**config.mk**
```make
export PLATFORM = sky130hd
export DESIGN_NAME = pool_slot_balancer
export DESIGN_NICKNAME = d
export VERILOG_FILES = /design/src/rtl/psb_pkg.sv /design/src/rtl/pool_slot_balancer.sv /design/src/rtl/psb_ctrl.sv /design/src/rtl/psb_dp.sv
export SDC_FILE = /design/constraint.sdc
export NUM_CORES = 1
export LEC_CHECK = 0
export ABC_AREA = 1
export BUFFER_PORTS_ARGS = -buffer_cell sky130_fd_sc_hd__buf_4
export CAP_MARGIN = 20
export CORE_ASPECT_RATIO = 1.4
export CORE_UTILIZATION = 42
export CTS_CLUSTER_SIZE = 30
export DETAILED_ROUTE_END_ITERATION = 12
export GPL_TIMING_DRIVEN = 0
export PLACE_DENSITY = 0.59
export REMOVE_ABC_BUFFERS = 1
export SLEW_MARGIN = 10
export SYNTH_ARGS = -nofsm -noshare
export SYNTH_HDL_FRONTEND = slang
export SYNTH_HIERARCHICAL = 1
export SYNTH_SLANG_ARGS = --single-unit
```
**constraint.sdc**
```tcl
create_clock -name clk -period 8.3 [get_ports clk]
set_input_delay 0 -clock clk [delete_from_list [all_inputs] [get_ports clk]]
set_output_delay 0 -clock clk [all_outputs]
set_load 0.02 [all_outputs]
```
**src/rtl/psb_pkg.sv**
```systemverilog
// Package for the pool slot balancer: word types, opcodes, status codes
// and the command/status groups between controller and datapath. No dependencies.
package psb_pkg;

  localparam int PRIO_W    = 8;
  localparam int MAX_POOLS = 8;
  localparam int NPOOL_W   = 4;
  localparam int CFG_AW    = 4;
  localparam int CFG_DW    = 64;

  localparam logic [1:0] OP_ASSIGN  = 2'd0;
  localparam logic [1:0] OP_RELEASE = 2'd1;
  localparam logic [1:0] OP_STATUS  = 2'd2;

  localparam logic [1:0] ST_OK        = 2'd0;
  localparam logic [1:0] ST_NO_POOL   = 2'd1;
  localparam logic [1:0] ST_SLOT_FREE = 2'd2;
  localparam logic [1:0] ST_BAD_POOL  = 2'd3;

  localparam logic REG_PRIORITIES   = 1'b0;
  localparam logic REG_POOLS_IN_USE = 1'b1;

  typedef struct packed {
    logic [1:0] opcode;
    logic [2:0] pool_sel;
    logic [3:0] slot_sel;
    logic       pool_working;
  } in_word_t;

  typedef struct packed {
    logic [1:0] status_code;
    logic [2:0] chosen_pool;
    logic [3:0] chosen_slot;
    logic [4:0] pool_fill;
  } out_word_t;

  typedef struct packed {
    logic load;
    logic pool_step;
    logic slot_step;
    logic commit;
  } ctrl_cmd_t;

  typedef struct packed {
    logic is_assign;
    logic n_zero;
    logic pool_last;
    logic found_nxt;
    logic slot_free;
    logic out_busy;
  } dp_stat_t;

endpackage

```
**src/rtl/pool_slot_balancer.sv**
```systemverilog
// Pool slot balancer top level: configuration registers, controller and datapath.
// Depends on psb_pkg, psb_ctrl and psb_dp.
//
// Usage: each word on in_data (valid/ready) is an assign, release or pool
// status request and yields exactly one result word on out_data (valid/ready).
// An assign scans the pools in use one per cycle for the lowest priority
// number (ties: smaller fill, then lower index), then probes slots one per
// cycle starting at that pool's fill count. The scan covers pools_in_use
// capped at POOLS. Release, status, an unused opcode and an assign with
// no pool in use skip the scan and the probe; an assign that finds no
// eligible pool skips the probe. One word is in work at a time; in_ready
// is high only while the block waits for a word, so it rises together with
// out_valid of the result.
// The result sits in an output register: the block takes the next word
// while it waits, and only holds at its last step when a second result is
// due and the receiver still stalls.
// Reset (rst_n low, synchronous) marks all pools down with all slots free,
// sets the priorities to 0 and pools_in_use to 1. Registers: priorities at
// byte address 0, pools_in_use at 8, on a 64-bit port with pready tied high.
module pool_slot_balancer #(
  parameter int POOLS = 8,
  parameter int SLOTS = 16
) (
  input  logic                        clk,
  input  logic                        rst_n,
  input  logic                        in_valid,
  output logic                        in_ready,
  input  psb_pkg::in_word_t           in_data,
  output logic                        out_valid,
  input  logic                        out_ready,
  output psb_pkg::out_word_t          out_data,
  input  logic                        psel,
  input  logic                        penable,
  input  logic                        pwrite,
  input  logic [psb_pkg::CFG_AW-1:0]  paddr,
  input  logic [psb_pkg::CFG_DW-1:0]  pwdata,
  output logic [psb_pkg::CFG_DW-1:0]  prdata,
  output logic                        pready
);
  import psb_pkg::*;

  logic [CFG_DW-1:0]  prio_r;
  logic [NPOOL_W-1:0] npools_r;
  logic [NPOOL_W-1:0] n_act;
  logic               cfg_wr;
  ctrl_cmd_t          cmd;
  dp_stat_t           stat;

  assign pready = 1'b1;
  assign cfg_wr = psel && penable && pwrite && pready;

  always_ff @(posedge clk) begin
    if (!rst_n) begin
      prio_r   <= '0;
      npools_r <= NPOOL_W'(1);
    end else if (cfg_wr) begin
      if (paddr[3] == REG_PRIORITIES) prio_r   <= pwdata;
      else                            npools_r <= pwdata[NPOOL_W-1:0];
    end
  end

  assign prdata = (paddr[3] == REG_POOLS_IN_USE) ? {{(CFG_DW-NPOOL_W){1'b0}}, npools_r}
                                                 : prio_r;

  assign n_act = (npools_r > NPOOL_W'(POOLS)) ? NPOOL_W'(POOLS) : npools_r;

  psb_ctrl u_ctrl (
    .clk      (clk),
    .rst_n    (rst_n),
    .in_valid (in_valid),
    .in_ready (in_ready),
    .stat     (stat),
    .cmd      (cmd)
  );

  psb_dp #(
    .POOLS (POOLS),
    .SLOTS (SLOTS)
  ) u_dp (
    .clk       (clk),
    .rst_n     (rst_n),
    .in_data   (in_data),
    .prio_cfg  (prio_r),
    .n_act     (n_act),
    .cmd       (cmd),
    .stat      (stat),
    .out_valid (out_valid),
    .out_ready (out_ready),
    .out_data  (out_data)
  );

endmodule

```
**src/rtl/psb_ctrl.sv**
```systemverilog
// Controller state machine of the pool slot balancer.
// Depends on psb_pkg; drives the datapath psb_dp by command bits.
module psb_ctrl (
  input  logic                 clk,
  input  logic                 rst_n,
  input  logic                 in_valid,
  output logic                 in_ready,
  input  psb_pkg::dp_stat_t    stat,
  output psb_pkg::ctrl_cmd_t   cmd
);
  import psb_pkg::*;

  typedef enum logic [4:0] {
    S_IDLE   = 5'b00001,
    S_DECODE = 5'b00010,
    S_POOL   = 5'b00100,
    S_SLOT   = 5'b01000,
    S_DONE   = 5'b10000
  } state_t;

  state_t state_r, state_nxt;

  assign in_ready = (state_r == S_IDLE);

  always_comb begin
    state_nxt     = state_r;
    cmd           = '0;
    case (state_r)
      S_IDLE: begin
        if (in_valid) begin
          cmd.load  = 1'b1;
          state_nxt = S_DECODE;
        end
      end
      S_DECODE: begin
        if (stat.is_assign && !stat.n_zero) state_nxt = S_POOL;
        else                                state_nxt = S_DONE;
      end
      S_POOL: begin
        cmd.pool_step = 1'b1;
        if (stat.pool_last) state_nxt = stat.found_nxt ? S_SLOT : S_DONE;
      end
      S_SLOT: begin
        if (stat.slot_free) state_nxt = S_DONE;
        else                cmd.slot_step = 1'b1;
      end
      S_DONE: begin
        if (!stat.out_busy) begin
          cmd.commit = 1'b1;
          state_nxt  = S_IDLE;
        end
      end
      default: state_nxt = S_IDLE;
    endcase
  end

  always_ff @(posedge clk) begin
    if (!rst_n) state_r <= S_IDLE;
    else        state_r <= state_nxt;
  end

endmodule

```
**src/rtl/psb_dp.sv**
```systemverilog
// Datapath of the pool slot balancer: pool state, pool scan, slot probe,
// result register. Depends on psb_pkg; sequenced by psb_ctrl.
module psb_dp #(
  parameter int POOLS = 8,
  parameter int SLOTS = 16
) (
  input  logic                         clk,
  input  logic                         rst_n,
  input  psb_pkg::in_word_t            in_data,
  input  logic [psb_pkg::CFG_DW-1:0]   prio_cfg,
  input  logic [psb_pkg::NPOOL_W-1:0]  n_act,
  input  psb_pkg::ctrl_cmd_t           cmd,
  output psb_pkg::dp_stat_t            stat,
  output logic                         out_valid,
  input  logic                         out_ready,
  output psb_pkg::out_word_t           out_data
);
  import psb_pkg::*;

  localparam int PW = (POOLS > 1) ? $clog2(POOLS) : 1;
  localparam int SW = $clog2(SLOTS);
  localparam int FW = $clog2(SLOTS + 1);

  logic             up_r    [POOLS];
  logic [FW-1:0]    fill_r  [POOLS];
  logic [SLOTS-1:0] taken_r [POOLS];

  in_word_t         in_r;
  logic [PW-1:0]    cur_r, best_r;
  logic [PRIO_W-1:0] best_prio_r;
  logic [FW-1:0]    best_fill_r;
  logic             found_r;
  logic [SW-1:0]    slot_r;
  logic             out_valid_r;
  out_word_t        out_data_r;

  logic [PRIO_W-1:0] prio_a [MAX_POOLS];
  logic              up_rd;
  logic [FW-1:0]     fill_rd, fill_inc, fill_dec;
  logic [SLOTS-1:0]  taken_rd;
  logic [PRIO_W-1:0] prio_rd;
  logic              take, found_nxt;
  logic [PW-1:0]     best_nxt;
  logic [FW-1:0]     best_fill_nxt;
  logic              bad_pool, slot_held;
  logic [SW-1:0]     rel_ix;
  logic              wr_en, up_new;
  logic [FW-1:0]     fill_new;
  logic [SLOTS-1:0]  taken_new;
  out_word_t         res;

  for (genvar g = 0; g < MAX_POOLS; g++) begin : g_prio
    assign prio_a[g] = prio_cfg[PRIO_W*g +: PRIO_W];
  end

  assign up_rd    = up_r[cur_r];
  assign fill_rd  = fill_r[cur_r];
  assign taken_rd = taken_r[cur_r];
  assign prio_rd  = prio_a[3'(cur_r)];
  assign fill_inc = fill_rd + FW'(1);
  assign fill_dec = (fill_rd != '0) ? fill_rd - FW'(1) : fill_rd;

  // pool scan: eligible and better than the best so far
  assign take = up_rd && (fill_rd < SLOTS) &&
                (!found_r || (prio_rd < best_prio_r) ||
                 ((prio_rd == best_prio_r) && (fill_rd < best_fill_r)));
  assign found_nxt     = found_r | take;
  assign best_nxt      = take ? cur_r : best_r;
  assign best_fill_nxt = take ? fill_rd : best_fill_r;

  assign bad_pool  = ({1'b0, in_r.pool_sel} >= n_act);
  assign rel_ix    = SW'(in_r.slot_sel);
  assign slot_held = (in_r.slot_sel < SLOTS) && taken_rd[rel_ix];

  always_comb begin
    res       = '0;
    wr_en     = 1'b0;
    up_new    = up_rd;
    fill_new  = fill_rd;
    taken_new = taken_rd;
    case (in_r.opcode)
      OP_ASSIGN: begin
        if (found_r) begin
          taken_new       = taken_rd | ({{(SLOTS-1){1'b0}}, 1'b1} << slot_r);
          fill_new        = fill_inc;
          wr_en           = 1'b1;
          res.status_code = ST_OK;
          res.chosen_pool = 3'(cur_r);
          res.chosen_slot = 4'(slot_r);
          res.pool_fill   = 5'(fill_inc);
        end else begin
          res.status_code = ST_NO_POOL;
        end
      end
      OP_RELEASE: begin
        res.chosen_pool = in_r.pool_sel;
        res.chosen_slot = in_r.slot_sel;
        if (bad_pool) begin
          res.status_code = ST_BAD_POOL;
        end else if (!slot_held) begin
          res.status_code = ST_SLOT_FREE;
          res.pool_fill   = 5'(fill_rd);
        end else begin
          taken_new       = taken_rd & ~({{(SLOTS-1){1'b0}}, 1'b1} << rel_ix);
          fill_new        = fill_dec;
          wr_en           = 1'b1;
          res.status_code = ST_OK;
          res.pool_fill   = 5'(fill_dec);
        end
      end
      OP_STATUS: begin
        res.chosen_pool = in_r.pool_sel;
        if (bad_pool) begin
          res.status_code = ST_BAD_POOL;
        end else begin
          up_new          = in_r.pool_working;
          wr_en           = 1'b1;
          res.status_code = ST_OK;
          res.pool_fill   = 5'(fill_rd);
        end
      end
      default: res = '0;
    endcase
  end

  always_ff @(posedge clk) begin
    if (!rst_n) begin
      for (int k = 0; k < POOLS; k++) begin
        up_r[k]    <= 1'b0;
        fill_r[k]  <= '0;
        taken_r[k] <= '0;
      end
    end else if (cmd.commit && wr_en) begin
      up_r[cur_r]    <= up_new;
      fill_r[cur_r]  <= fill_new;
      taken_r[cur_r] <= taken_new;
    end
  end

  always_ff @(posedge clk) begin
    if (!rst_n) begin
      found_r <= 1'b0;
      cur_r   <= '0;
    end else if (cmd.load) begin
      found_r <= 1'b0;
      cur_r   <= (in_data.opcode == OP_ASSIGN) ? '0 : PW'(in_data.pool_sel);
    end else if (cmd.pool_step) begin
      found_r <= found_nxt;
      cur_r   <= stat.pool_last ? best_nxt : cur_r + PW'(1);
    end
  end

  always_ff @(posedge clk) begin
    if (cmd.load) in_r <= in_data;
    if (cmd.pool_step) begin
      best_r      <= best_nxt;
      best_fill_r <= best_fill_nxt;
      best_prio_r <= take ? prio_rd : best_prio_r;
      slot_r      <= SW'(best_fill_nxt);
    end else if (cmd.slot_step) begin
      slot_r <= (slot_r == SW'(SLOTS - 1)) ? '0 : slot_r + SW'(1);
    end
  end

  always_ff @(posedge clk) begin
    if (!rst_n)          out_valid_r <= 1'b0;
    else if (cmd.commit) out_valid_r <= 1'b1;
    else if (out_ready)  out_valid_r <= 1'b0;
  end

  always_ff @(posedge clk) begin
    if (cmd.commit) out_data_r <= res;
  end

  assign out_valid = out_valid_r;
  assign out_data  = out_data_r;

  assign stat.is_assign = (in_r.opcode == OP_ASSIGN);
  assign stat.n_zero    = (n_act == '0);
  assign stat.pool_last = (4'(cur_r) == n_act - 4'd1);
  assign stat.found_nxt = found_nxt;
  assign stat.slot_free = !taken_rd[slot_r];
  assign stat.out_busy  = out_valid_r && !out_ready;

endmodule
```
# == After elaboration in Yosys (flattened, before gate mapping) ==
# Memories as Yosys holds them, arrays and structs flattened. A register that Yosys moved wholly into a read port is not among the register bits.
# Cells that the tools add are included.
# word_totals
ff_bits,122
ramBits,176
word_cells,165
memories,3
# mem_list
name,words,width,rd,rd_ports_with_merged_regs,wr,line_no,text
u_dp.taken_r,8,16,1,1,8,psb_dp.sv:26,logic [SLOTS-1:0] taken_r [POOLS];
u_dp.fill_r,8,5,1,1,8,psb_dp.sv:25,logic [FW-1:0] fill_r [POOLS];
u_dp.up_r,8,1,1,1,8,psb_dp.sv:24,logic up_r [POOLS];
# classes
addsub,5
n_lt_le_gt_ge,8
n_eq_ne,14
shift,2
muxes,79
n_bitwise,7
n_reduce_logical,28
# ops
cell,count
$mux W5,13
$mux W16,4
$mux W64,1
$mux W3,14
$pmux W16 S2,1
$shl A1 B4 Y16 const A,2
$pmux W5 S3,2
$mux W1,26
$pmux W5 S5,1
$bmux W8 S3,1
$mux W4,5
$and A16 B16 Y16,1
$mux W8,2
$not A16 Y16,1
$or A16 B16 Y16,1
$reduce_or A16 Y1,1
$mux W12,1
$lt A4 B5 Y1 const B,2
$pmux W5 S2,1
$bmux W1 S4,2
$eq A8 B8 Y1,1
$logic_and A1 B1 Y1,8
$lt A8 B8 Y1,1
$pmux W4 S2,1
37 further kinds,50

# == Logic depth before layout (Yosys ltp) ==
# Gate-level depths: netlist of the first run.
# logic_depth
depth_word,14
ltp_mapped,21
mapped_depth_nobuf,19

# == Modules after synthesis ==
# The synthesis of the first run kept the hierarchy.
# by_module_without_submodules
mod,n_inst,cells_each,area_per_inst_um2,seq_area_each_um2
psb_dp,1,1433,12455.7,6686.4
pool_slot_balancer,1,584,3504.6,1361.3
psb_ctrl,1,58,349.1,100.1

# == Worst setup path before layout of the first run ==
# OpenSTA, ideal clock, no wires.
# synth_path
kind,reg-to-reg
start,register u_dp.cur_r[2]
end,"register u_dp.best_fill_r[4], enable pin"
setup_ns,0.374
t_arrival_ns,3.072
t_required_ns,7.926
setup_slack_ns,4.854
stages_incl_launch_ff,16
n_path_buf,2
cell_sequence,dfxtp_1 buf_2 clkinv_1 nor3_1 a22o_1 a221oi_1 nand4_1 ha_1 a21oi_1 nor2_1 a211oi_1 a21oi_1 nand2_1 nand2_1 buf_4 nor2_1
# synth_via
elab_chain_len,9
# synth_lines
item,line_no,text
from (decl),psb_dp.sv:29,"logic [PW-1:0] cur_r, best_r;"
from (signal assigned),psb_dp.sv:146,cur_r <= (in_data.opcode == OP_ASSIGN) ? '0 : PW'(in_data.pool_sel);
from (signal assigned),psb_dp.sv:149,cur_r <= stat.pool_last ? best_nxt : cur_r + PW'(1);
$not A3 Y4 (implied by the code) *,psb_dp.sv:59,assign prio_rd = prio_a[3'(cur_r)];
$bmux W8 S3 *,psb_dp.sv:59,
$mux W8 (implied by the code) * (2 in series),psb_dp.sv:59,
net u_dp.prio_rd[5],psb_dp.sv:41,logic [PRIO_W-1:0] prio_rd;
$lt A8 B8 Y1 or $eq A8 B8 Y1 (tied branches),"psb_dp.sv:65, psb_dp.sv:66",
$logic_or A1 B1 Y1 or $logic_and A1 B1 Y1 (tied branches),"psb_dp.sv:65, psb_dp.sv:66",
$logic_or A1 B1 Y1 *,psb_dp.sv:65,(!found_r || (prio_rd < best_prio_r) ||
$logic_and A1 B1 Y1 *,psb_dp.sv:64,assign take = up_rd && (fill_rd < SLOTS) &&
$reduce_and A2 Y1 (no line) *,--,
to (signal assigned),psb_dp.sv:157,best_fill_r <= best_fill_nxt;
to (decl),psb_dp.sv:31,logic [FW-1:0] best_fill_r;
# The timed path passes the listed nets; every way through them passes the cells marked *. The select of a mux whose other input is x is not followed.
# A chain may end at the register's enable or synchronous reset.

==> impl_metrics.json, run 1 <==
{
  "relSlewSlack": 0.2998,
  "power_leakage_nw": 8.893,
  "drv_cap": 0,
  "ant_nets": 0,
  "ys.flop_type": "edfxtp_1",
  "grt_pass1_wl_mm": 78.14,
  "grt_pass1_vias": 13740,
  "worst_slew_pin_slew_ns": 1.050,
  "drt-wirelength-per-cell_um": 18.05,
  "required_ns": 8.60,
  "cts_tree": "yes",
  "r2r_start": "npools_r[2]",
  "antenna_found_initial": 0,
  "path_class": "flop to flop",
  "cts.sinks": 301,
  "fin_nets": 2396,
  "sequentialPowerShare": 0.404,
  "ys_warn_count": 6,
  "critical_path_arrival_ns": 5.73,
  "hold_path_class": "input pin to flop",
  "drt_first_pass_iters": 8,
  "ys_ff_latch": 301,
  "synthArstFlopShare": 0,
  "clk_pin_slew_ns": 0.06,
  "fin_ws_ns": 2.866,
  "overflow": 0,
  "p_comb_frac": 0.266,
  "synth.distinct_cells": 53,
  "internal_power_mw": 2.836,
  "worstSetupStartpointType": "flop",
  "antennaDiodeCount": 0,
  "layout_min_cycle_time_ns": 5.434,
  "p_clk_frac": 0.330,
  "avgSynthCellArea_um2": 7.860,
  "fp.dieH_um": 235.2,
  "synth_enable_flop_cells": 212,
  "synth_cells": 2075,
  "drt_iter0_drc": 925,
  "ff2ff_setup_slack_ns": 2.87,
  "hold_depth": 3,
  "post-route-period-util": 0.6547,
  "io_pins": 166,
  "switchingPower_mw": 1.523,
  "core_area_mm2": 0.03839,
  "hold_violations": 0,
  "dp_hpwl_mm": 33.63,
  "status": "completed",
  "h-tree-depth": 1,
  "place_congestion": 0.8764,
  "postCtsSetupBuffers": 0,
  "layout-drive-gt1-share": 0.1291,
  "routed_wirelength_mm": 51.10,
  "syn_to_final_growth_pct": 22.71,
  "reg2reg_depth": 17,
  "pre_cts_ws_ns": 2.933,
  "hp-start": "rst_n",
  "worst_ir_drop_vdd_uv": 149.6,
  "dr_total_vias": 14530,
  "r2r-end": "u_dp/fill_r[3][3]",
  "rsz0062_at_grt": "false",
  "slew_violations": 0,
  "vias_per_cell": 5.131,
  "rows": 85,
  "ys_seq_area_frac": 0.4996,
  "syn-cell-area_mm2": 0.01631,
  "end_kind": "flop",
  "die_w_um": 168.5,
  "start_util": 0.4248,
  "cts_root_buf": "clkbuf_16",
  "cp_max_fo": 23,
  "route.detailed.drc": 0,
  "grt_max_degree": 92,
  "track_usage": 0.2561,
  "numCtsBuffers": 31,
  "power_density_mw_per_mm2": 217.8,
  "setup_violations": 0,
  "fin_skew_ns": 0.01856,
  "max_freq_mhz": 184.0,
  "whs_endpoint": "prio_r[39]",
  "fin_total_pwr_mw": 4.358,
  "dieArea_mm2": 0.03964,
  "insertion_delay_ns": 0.60,
  "fillers": 3651,
  "switching_share": 0.3494,
  "portBuffers": 161,
  "cts.path.max_buffers": 3
}
==> layout by cell type (no fill, tap or decap), drive strengths merged, types with 3 or more instances in the layout <==
master and count:
o22ai 6, a31oi 19, o41ai 4, edfxtp 212, o221ai 5, ha 27, inv 304, xor2 3
clkinv 16, dlygate4sd3 102, clkbuf 39, a21o 3, a211oi 4, bufinv 4, nor2 497, nand3 183
nand2 392, and2 3, dfxtp 89, a21oi 28, nand4 25, o211ai 11, nor3 11, a221oi 7
buf 181, or2 3, a22o 9, a22oi 9, o21ai 97, nor4 4
==> flip-flops by register name (all words and copies together), names as in the netlist, 3 cells and up, named ones only <==
name,cells
u_dp/best_fill_r,5
u_dp/in_r,6
u_dp/best_r,3
u_dp/best_prio_r,8
npools_r,4
u_ctrl/state_r,5
u_dp/up_r,8
u_dp/taken_r,128
u_dp/cur_r,3
prio_r,64
u_dp/rel_ix,4
u_dp/out_data,14
u_dp/fill_r,40
u_dp/slot_r,4
==> synth_stat cells (3+ instances only) <==
library cell / n / share of area
a211oi_1: 3 / 0.0014
a21o_1: 3 / 0.0014
a21oi_1: 27 / 0.0083
a221oi_1: 7 / 0.0038
a22o_1: 9 / 0.0048
a22oi_1: 9 / 0.0041
a31oi_1: 19 / 0.0073
and2_1: 3 / 0.0012
buf_1: 6 / 0.0014
buf_2: 48 / 0.015
buf_4: 10 / 0.0046
buf_6: 19 / 0.013
clkbuf_1: 23 / 0.0053
clkinv_1: 4 / 0.00092
dfxtp_1: 89 / 0.11
edfxtp_1: 212 / 0.39
ha_1: 27 / 0.021
inv_1: 293 / 0.067
inv_2: 9 / 0.0021
nand2_1: 383 / 0.088
nand2_2: 8 / 0.0031
nand3_1: 171 / 0.052
nand3_2: 10 / 0.0061
nand4_1: 25 / 0.0096
nor2_1: 479 / 0.11
nor2_2: 15 / 0.0058
nor2_4: 3 / 0.0021
nor3_1: 9 / 0.0028
nor4_1: 4 / 0.0015
o211ai_1: 11 / 0.0051
o21ai_0: 77 / 0.024
o21ai_1: 17 / 0.0052
o21ai_2: 3 / 0.0016
o221ai_1: 5 / 0.0027
o22ai_1: 6 / 0.0023
o41ai_1: 4 / 0.0021
xor2_1: 3 / 0.0016
==> what timing repair did <==
action,in CTS,in global routing
resized for setup,0,0
endpoints found under the hold margin,92,0
hold buffers,102,0
==> per-layer routing <==
metal	global-route usage	vias up	wire, um
met5	0	-	0
met4	0.1000	0	1883
met3	0.03009	89	3047
met2	0.4657	534	26120
met1	0.3052	6825	20040
li1	-	7078	-
==> area by class of cell <==
cell class / instances / area (um^2) / area share
clock buffers: 39 / 825.8 / 0.04126
well taps: 522 / 653.1 / 0.03264
inverters: 307 / 1155 / 0.05771
clock inverters: 19 / 225.2 / 0.01125
repair buffers: 283 / 2582 / 0.1290
flip-flops and latches: 301 / 8157 / 0.4076
multi-input cells: 1360 / 6415 / 0.3205
==> worst max path at each step <==
stage                      startpoint             endpoint  slack, ns  depth (start not counted)
after floorplan                  flop  u_dp/best_fill_r[4]       3.39                         13
after global placement           flop   u_dp/taken_r[2][0]      -0.17                         14
after detailed placement  npools_r[2]  u_dp/taken_r[3][10]       2.93                         17
after CTS                 npools_r[2]   u_dp/taken_r[3][3]       2.90                         17
after global routing      npools_r[2]    u_dp/fill_r[3][3]       2.50                         17
final                     npools_r[2]    u_dp/fill_r[3][3]       2.87                         17
==> kinds of logic (layout without fill, tap and decap cells) <==
logic type,count (synthesis),count (layout),share of synthesized area
DFF,301,301,0.4996
and+or+nand+nor,1120,1120,0.2889
other,1,1,0.0002299
adders and majority gates,27,27,0.02071
xor gates and xnor gates,5,5,0.002686
buffers and inverters,414,648,0.1102
AOI/OAI and AO/OA,207,207,0.07764
==> worst max-delay path, stage by stage, from the launching register on <==
cell and delay (ns):
dfxtp_1 0.31, inv_1 0.14, nand3_1 0.10, a21oi_1 0.13, inv_1 0.11, ha_1 0.32, inv_1 0.06, nor2_1 0.03
o211ai_1 0.15, nand3_1 0.50, inv_1 0.53, nand2_1 0.13, nor2_1 0.43, nand2_2 0.13, nand2_4 0.22, nand3_2 0.65
nand2_1 0.92, buf_8 0.24
==> power by group through the flow <==
stage | combinational (mW) | clock [mW] | sequential, mW
5_1_grt | 1.26 | 1.51 | 1.77
6_report | 1.16 | 1.44 | 1.76
4_1_cts | 1.15 | 1.46 | 1.76
2_1_floorplan | 0.684 | 0 | 1.76
3_5_place_dp | 1.12 | 0 | 1.79
3_3_place_gp | 1.07 | 0 | 1.80
==> stage by stage <==
step / instances / util / hold slack [ns] / area (um^2) / setup TNS (ns)
detailed placement: 2671 / 0.4673 / 0.1793 / 17940 / 0
finish: 2831 / 0.5213 / 0.03679 / 20010 / 0
CTS: 2831 / 0.5213 / 0.04509 / 20010 / 0
global placement: 2651 / 0.4565 / 0.1810 / 17530 / -15.07
global route: 2831 / 0.5213 / 0.1051 / 20010 / 0
floorplan: 1968 / - / 0.07979 / 15670 / 0
(Power assumes the default switching activity.)
==> run 2: changes to the inputs <==
Settings changed: ABC_AREA 1 to 0.
Clock period 8.3 ns to 5.2 ns, I/O delays scaled along.
==> run 2 against run 1 <==
Flip-flop and latch count unchanged. Non-clock buffer count increased by 4. Hold slack better by 0.058 ns. Clock power increased by 53%.
==> impl_metrics.json, run 2 <==
{
  "status": "completed",
  "relSlewSlack": 0.3374,
  "synth_top_area_frac": 0.3986,
  "place_congestion": 0.9096,
  "regMostFlops": "u_dp/taken_r",
  "synthTopCellsByCount": "212 x edfxtp_1, 205 x nor2_1, 193 x nand2_1",
  "critPathTopFamily": "simple AND/OR/NAND/NOR gates",
  "post-route-period-util": 0.9698,
  "hold_violations": 0,
  "numCtsBuffers": 31,
  "drt_iter0_drc": 668,
  "synth.distinct_cells": 82,
  "cts.sinks": 301,
  "io_pins": 166,
  "setup_violations": 0,
  "dpl_cell_area_mm2": 0.01748,
  "worst_slew_pin_slew_ns": 0.9939,
  "pre_cts_ws_ns": -0.8051,
  "seq_area_mm2": 0.008163,
  "reg.largest.list": "u_dp/taken_r x128, prio_r x64, u_dp/fill_r x40",
  "required_ns": 5.41,
  "power_leakage_nw": 7.465,
  "route.detailed.drc": 0,
  "synth_enable_flop_cells": 212,
  "reg2reg_depth": 8,
  "ys.flop_type": "edfxtp_1",
  "ys_ff_latch": 301,
  "grt_max_degree": 94,
  "cp-startpoint": "u_dp/rel_ix[1]",
  "track_usage": 0.2391,
  "vias_per_cell": 5.574,
  "synth.largest_area_cell": "edfxtp_1",
  "hold_depth": 3,
  "slew_violations": 0,
  "layout-drive-gt1-share": 0.2054,
  "crit_slowest_cell": "edfxtp_1",
  "syn-cell-area_mm2": 0.01597,
  "crit_path_end": "u_dp/taken_r[1][11]",
  "path_cells": "mux4_2 -> nor2_1 -> or4_1 -> o211a_2 -> a31oi_1 -> or3_2 -> nand3_2 -> nand2_4",
  "avgSynthCellArea_um2": 11.29,
  "die_w_um": 166.8,
  "overflow": 0,
  "r2r_start": "u_dp/rel_ix[1]",
  "r2r-end": "u_dp/taken_r[1][11]",
  "dr_total_vias": 11920,
  "drt_first_pass_iters": 5,
  "final_util": 0.5241,
  "synthArstFlopShare": 0,
  "hold_path_class": "input pin to flop",
  "slowest_delay_ns": 0.89,
  "m1WireLength_mm": 17.48,
  "ys_seq_area_frac": 0.5102,
  "rows": 84,
  "max_freq_mhz": 198.3,
  "synth_cells": 1415,
  "multi_input_area_mm2": 0.007166,
  "worst-path-buf-inv": 0,
  "cp_max_fo": 23,
  "fp.dieH_um": 232.7,
  "rsz0062_at_grt": "false",
  "portBuffers": 161,
  "cts_tree": "yes",
  "cts_root_buf": "clkbuf_16",
  "syn_to_final_growth_pct": 23.14,
  "design_area_mm2": 0.01967,
  "met2_length_mm": 24.68,
  "drv_cap": 0,
  "critical_path_arrival_ns": 5.26,
  "dieArea_mm2": 0.03882,
  "grt_pass1_wl_mm": 70.75,
  "routed_wirelength_mm": 46.08,
  "power_density_mw_per_mm2": 353.6,
  "ant_nets": 0,
  "ys_warn_count": 6,
  "worst_ir_drop_vdd_uv": 207.8,
  "cts.path.max_buffers": 3,
  "grt_pass1_vias": 12490,
  "dp.cells": 1965,
  "clk_pin_slew_ns": 0.07,
  "insertion_delay_ns": 0.59,
  "synthTopCellsByArea": "edfxtp_1 40%, dfxtp_1 11%, mux4_2 7.9%, mux2i_1 7.3%, nor2_1 4.8%",
  "top_layer": "met4",
  "fin_skew_ns": 0.02115,
  "fin_ws_ns": 0.1572,
  "final_cell_mix": "212 x edfxtp_1, 203 x nor2_1, 188 x nand2_1",
  "end_kind": "flop",
  "final-instance-count-excl-fill": 2138,
  "layout_commonest_cell": "edfxtp_1",
  "met3WireLength_mm": 2.344,
  "antenna_found_initial": 0,
  "core_area_mm2": 0.03752,
  "dp_hpwl_mm": 30.26,
  "largest_register_ffs": 128,
  "crit_cells": 8,
  "drt-wirelength-per-cell_um": 21.55,
  "worstSetupStartpointType": "flop",
  "h-tree-depth": 1,
  "layout_min_cycle_time_ns": 5.043,
  "fillers": 3259,
  "yosysMostFrequentCell": "edfxtp_1",
  "fin_nets": 1752,
  "ff2ff_setup_slack_ns": 0.16,
  "start_util": 0.4256,
  "antennaDiodeCount": 0,
  "path_class": "flop to flop"
}
## run 2: cell types whose count changed in the layout (fill, tap and decap cells not counted), sizes merged, moves of 11 or more
cell         delta
inv           -269
mux2i         +119
mux2           +22
nand3         -158
o21ai          -73
nor2          -292
a32o           +14
nand4          -11
a31oi          -11
nor2b          +86
mux4           +56
dlygate4sd3    +11
nand2         -198
## run 2: metrics by stage
stage | setup TNS, ns | total power, mW | hold slack [ns]
6_report | 0 | 6.953 | 0.09431
5_1_grt | 0 | 7.250 | 0.1042
4_1_cts | 0 | 7.011 | 0.07527
3_5_place_dp | -62.04 | 4.720 | 0.1795
3_3_place_gp | -643.00 | 4.687 | 0.1795
2_1_floorplan | -0.3467 | 4.057 | 0.07811
## run 2: timing repair
item | CTS | global route
gates resized for setup | 3 | 1
hold buffers | 113 | 0
buffers inserted | 1 | 0
endpoints found under the hold margin | 96 | 0
setup endpoints to repair | 170 | 21
## run 2: power by group
part	switching, mW	leakage, nW	total [mW]	internal (mW)
Sequential	0.179	2.86	2.86	2.68
Clock	0.945	0.507	2.21	1.27
Combinational	1.12	4.10	1.88	0.763
Total	2.24	7.47	6.95	4.71
## run 2: routing by layer
metal  GRT usage  vias up
met4     0.09693        0
met3     0.03130       88
met1      0.2667     5849
met5           0        -
met2      0.4560      386
li1            -     5594
## run 2: cell type report
type / instances / area share
inverters: 34 / 0.006490
flip-flops and latches: 301 / 0.4151
repair buffers: 287 / 0.1324
clock buffers: 46 / 0.04657
well taps: 473 / 0.03009
clock inverters: 12 / 0.004963
multi-input cells: 985 / 0.3644
## run 2: worst reg2reg max path: stages, from the launching register on
cell and delay [ns]:
edfxtp_1 0.89, mux4_2 0.37, nor2_1 0.04, or4_1 0.56, o211a_2 0.16, a31oi_1 0.64
or3_2 0.54, nand3_2 0.74, nand2_4 0.69
## run 2: cells by family (layout without fill, tap and decap cells)
group                      Yosys count  after routing  synth area share
DFF                                301            301            0.5102
adders and majority gates           27             27           0.02115
xor gates and xnor gates             5              5          0.002742
buffers and inverters              129            379           0.04387
AOI/OAI and AO/OA                  158            158           0.07263
muxes                              197            197            0.1701
other                                1              1         0.0002348
and+or+nand+nor                    597            597            0.1791
## run 2: worst min-delay path by stage
stage          startpoint        endpoint  slack, ns
6_report          penable      prio_r[50]       0.09
5_1_grt           penable      prio_r[34]       0.10
4_1_cts           penable      prio_r[40]       0.08
3_5_place_dp   in_data[4]  u_dp/rel_ix[3]       0.18
3_3_place_gp   in_data[1]  u_dp/rel_ix[0]       0.18
2_1_floorplan    paddr[3]      prdata[10]       0.08
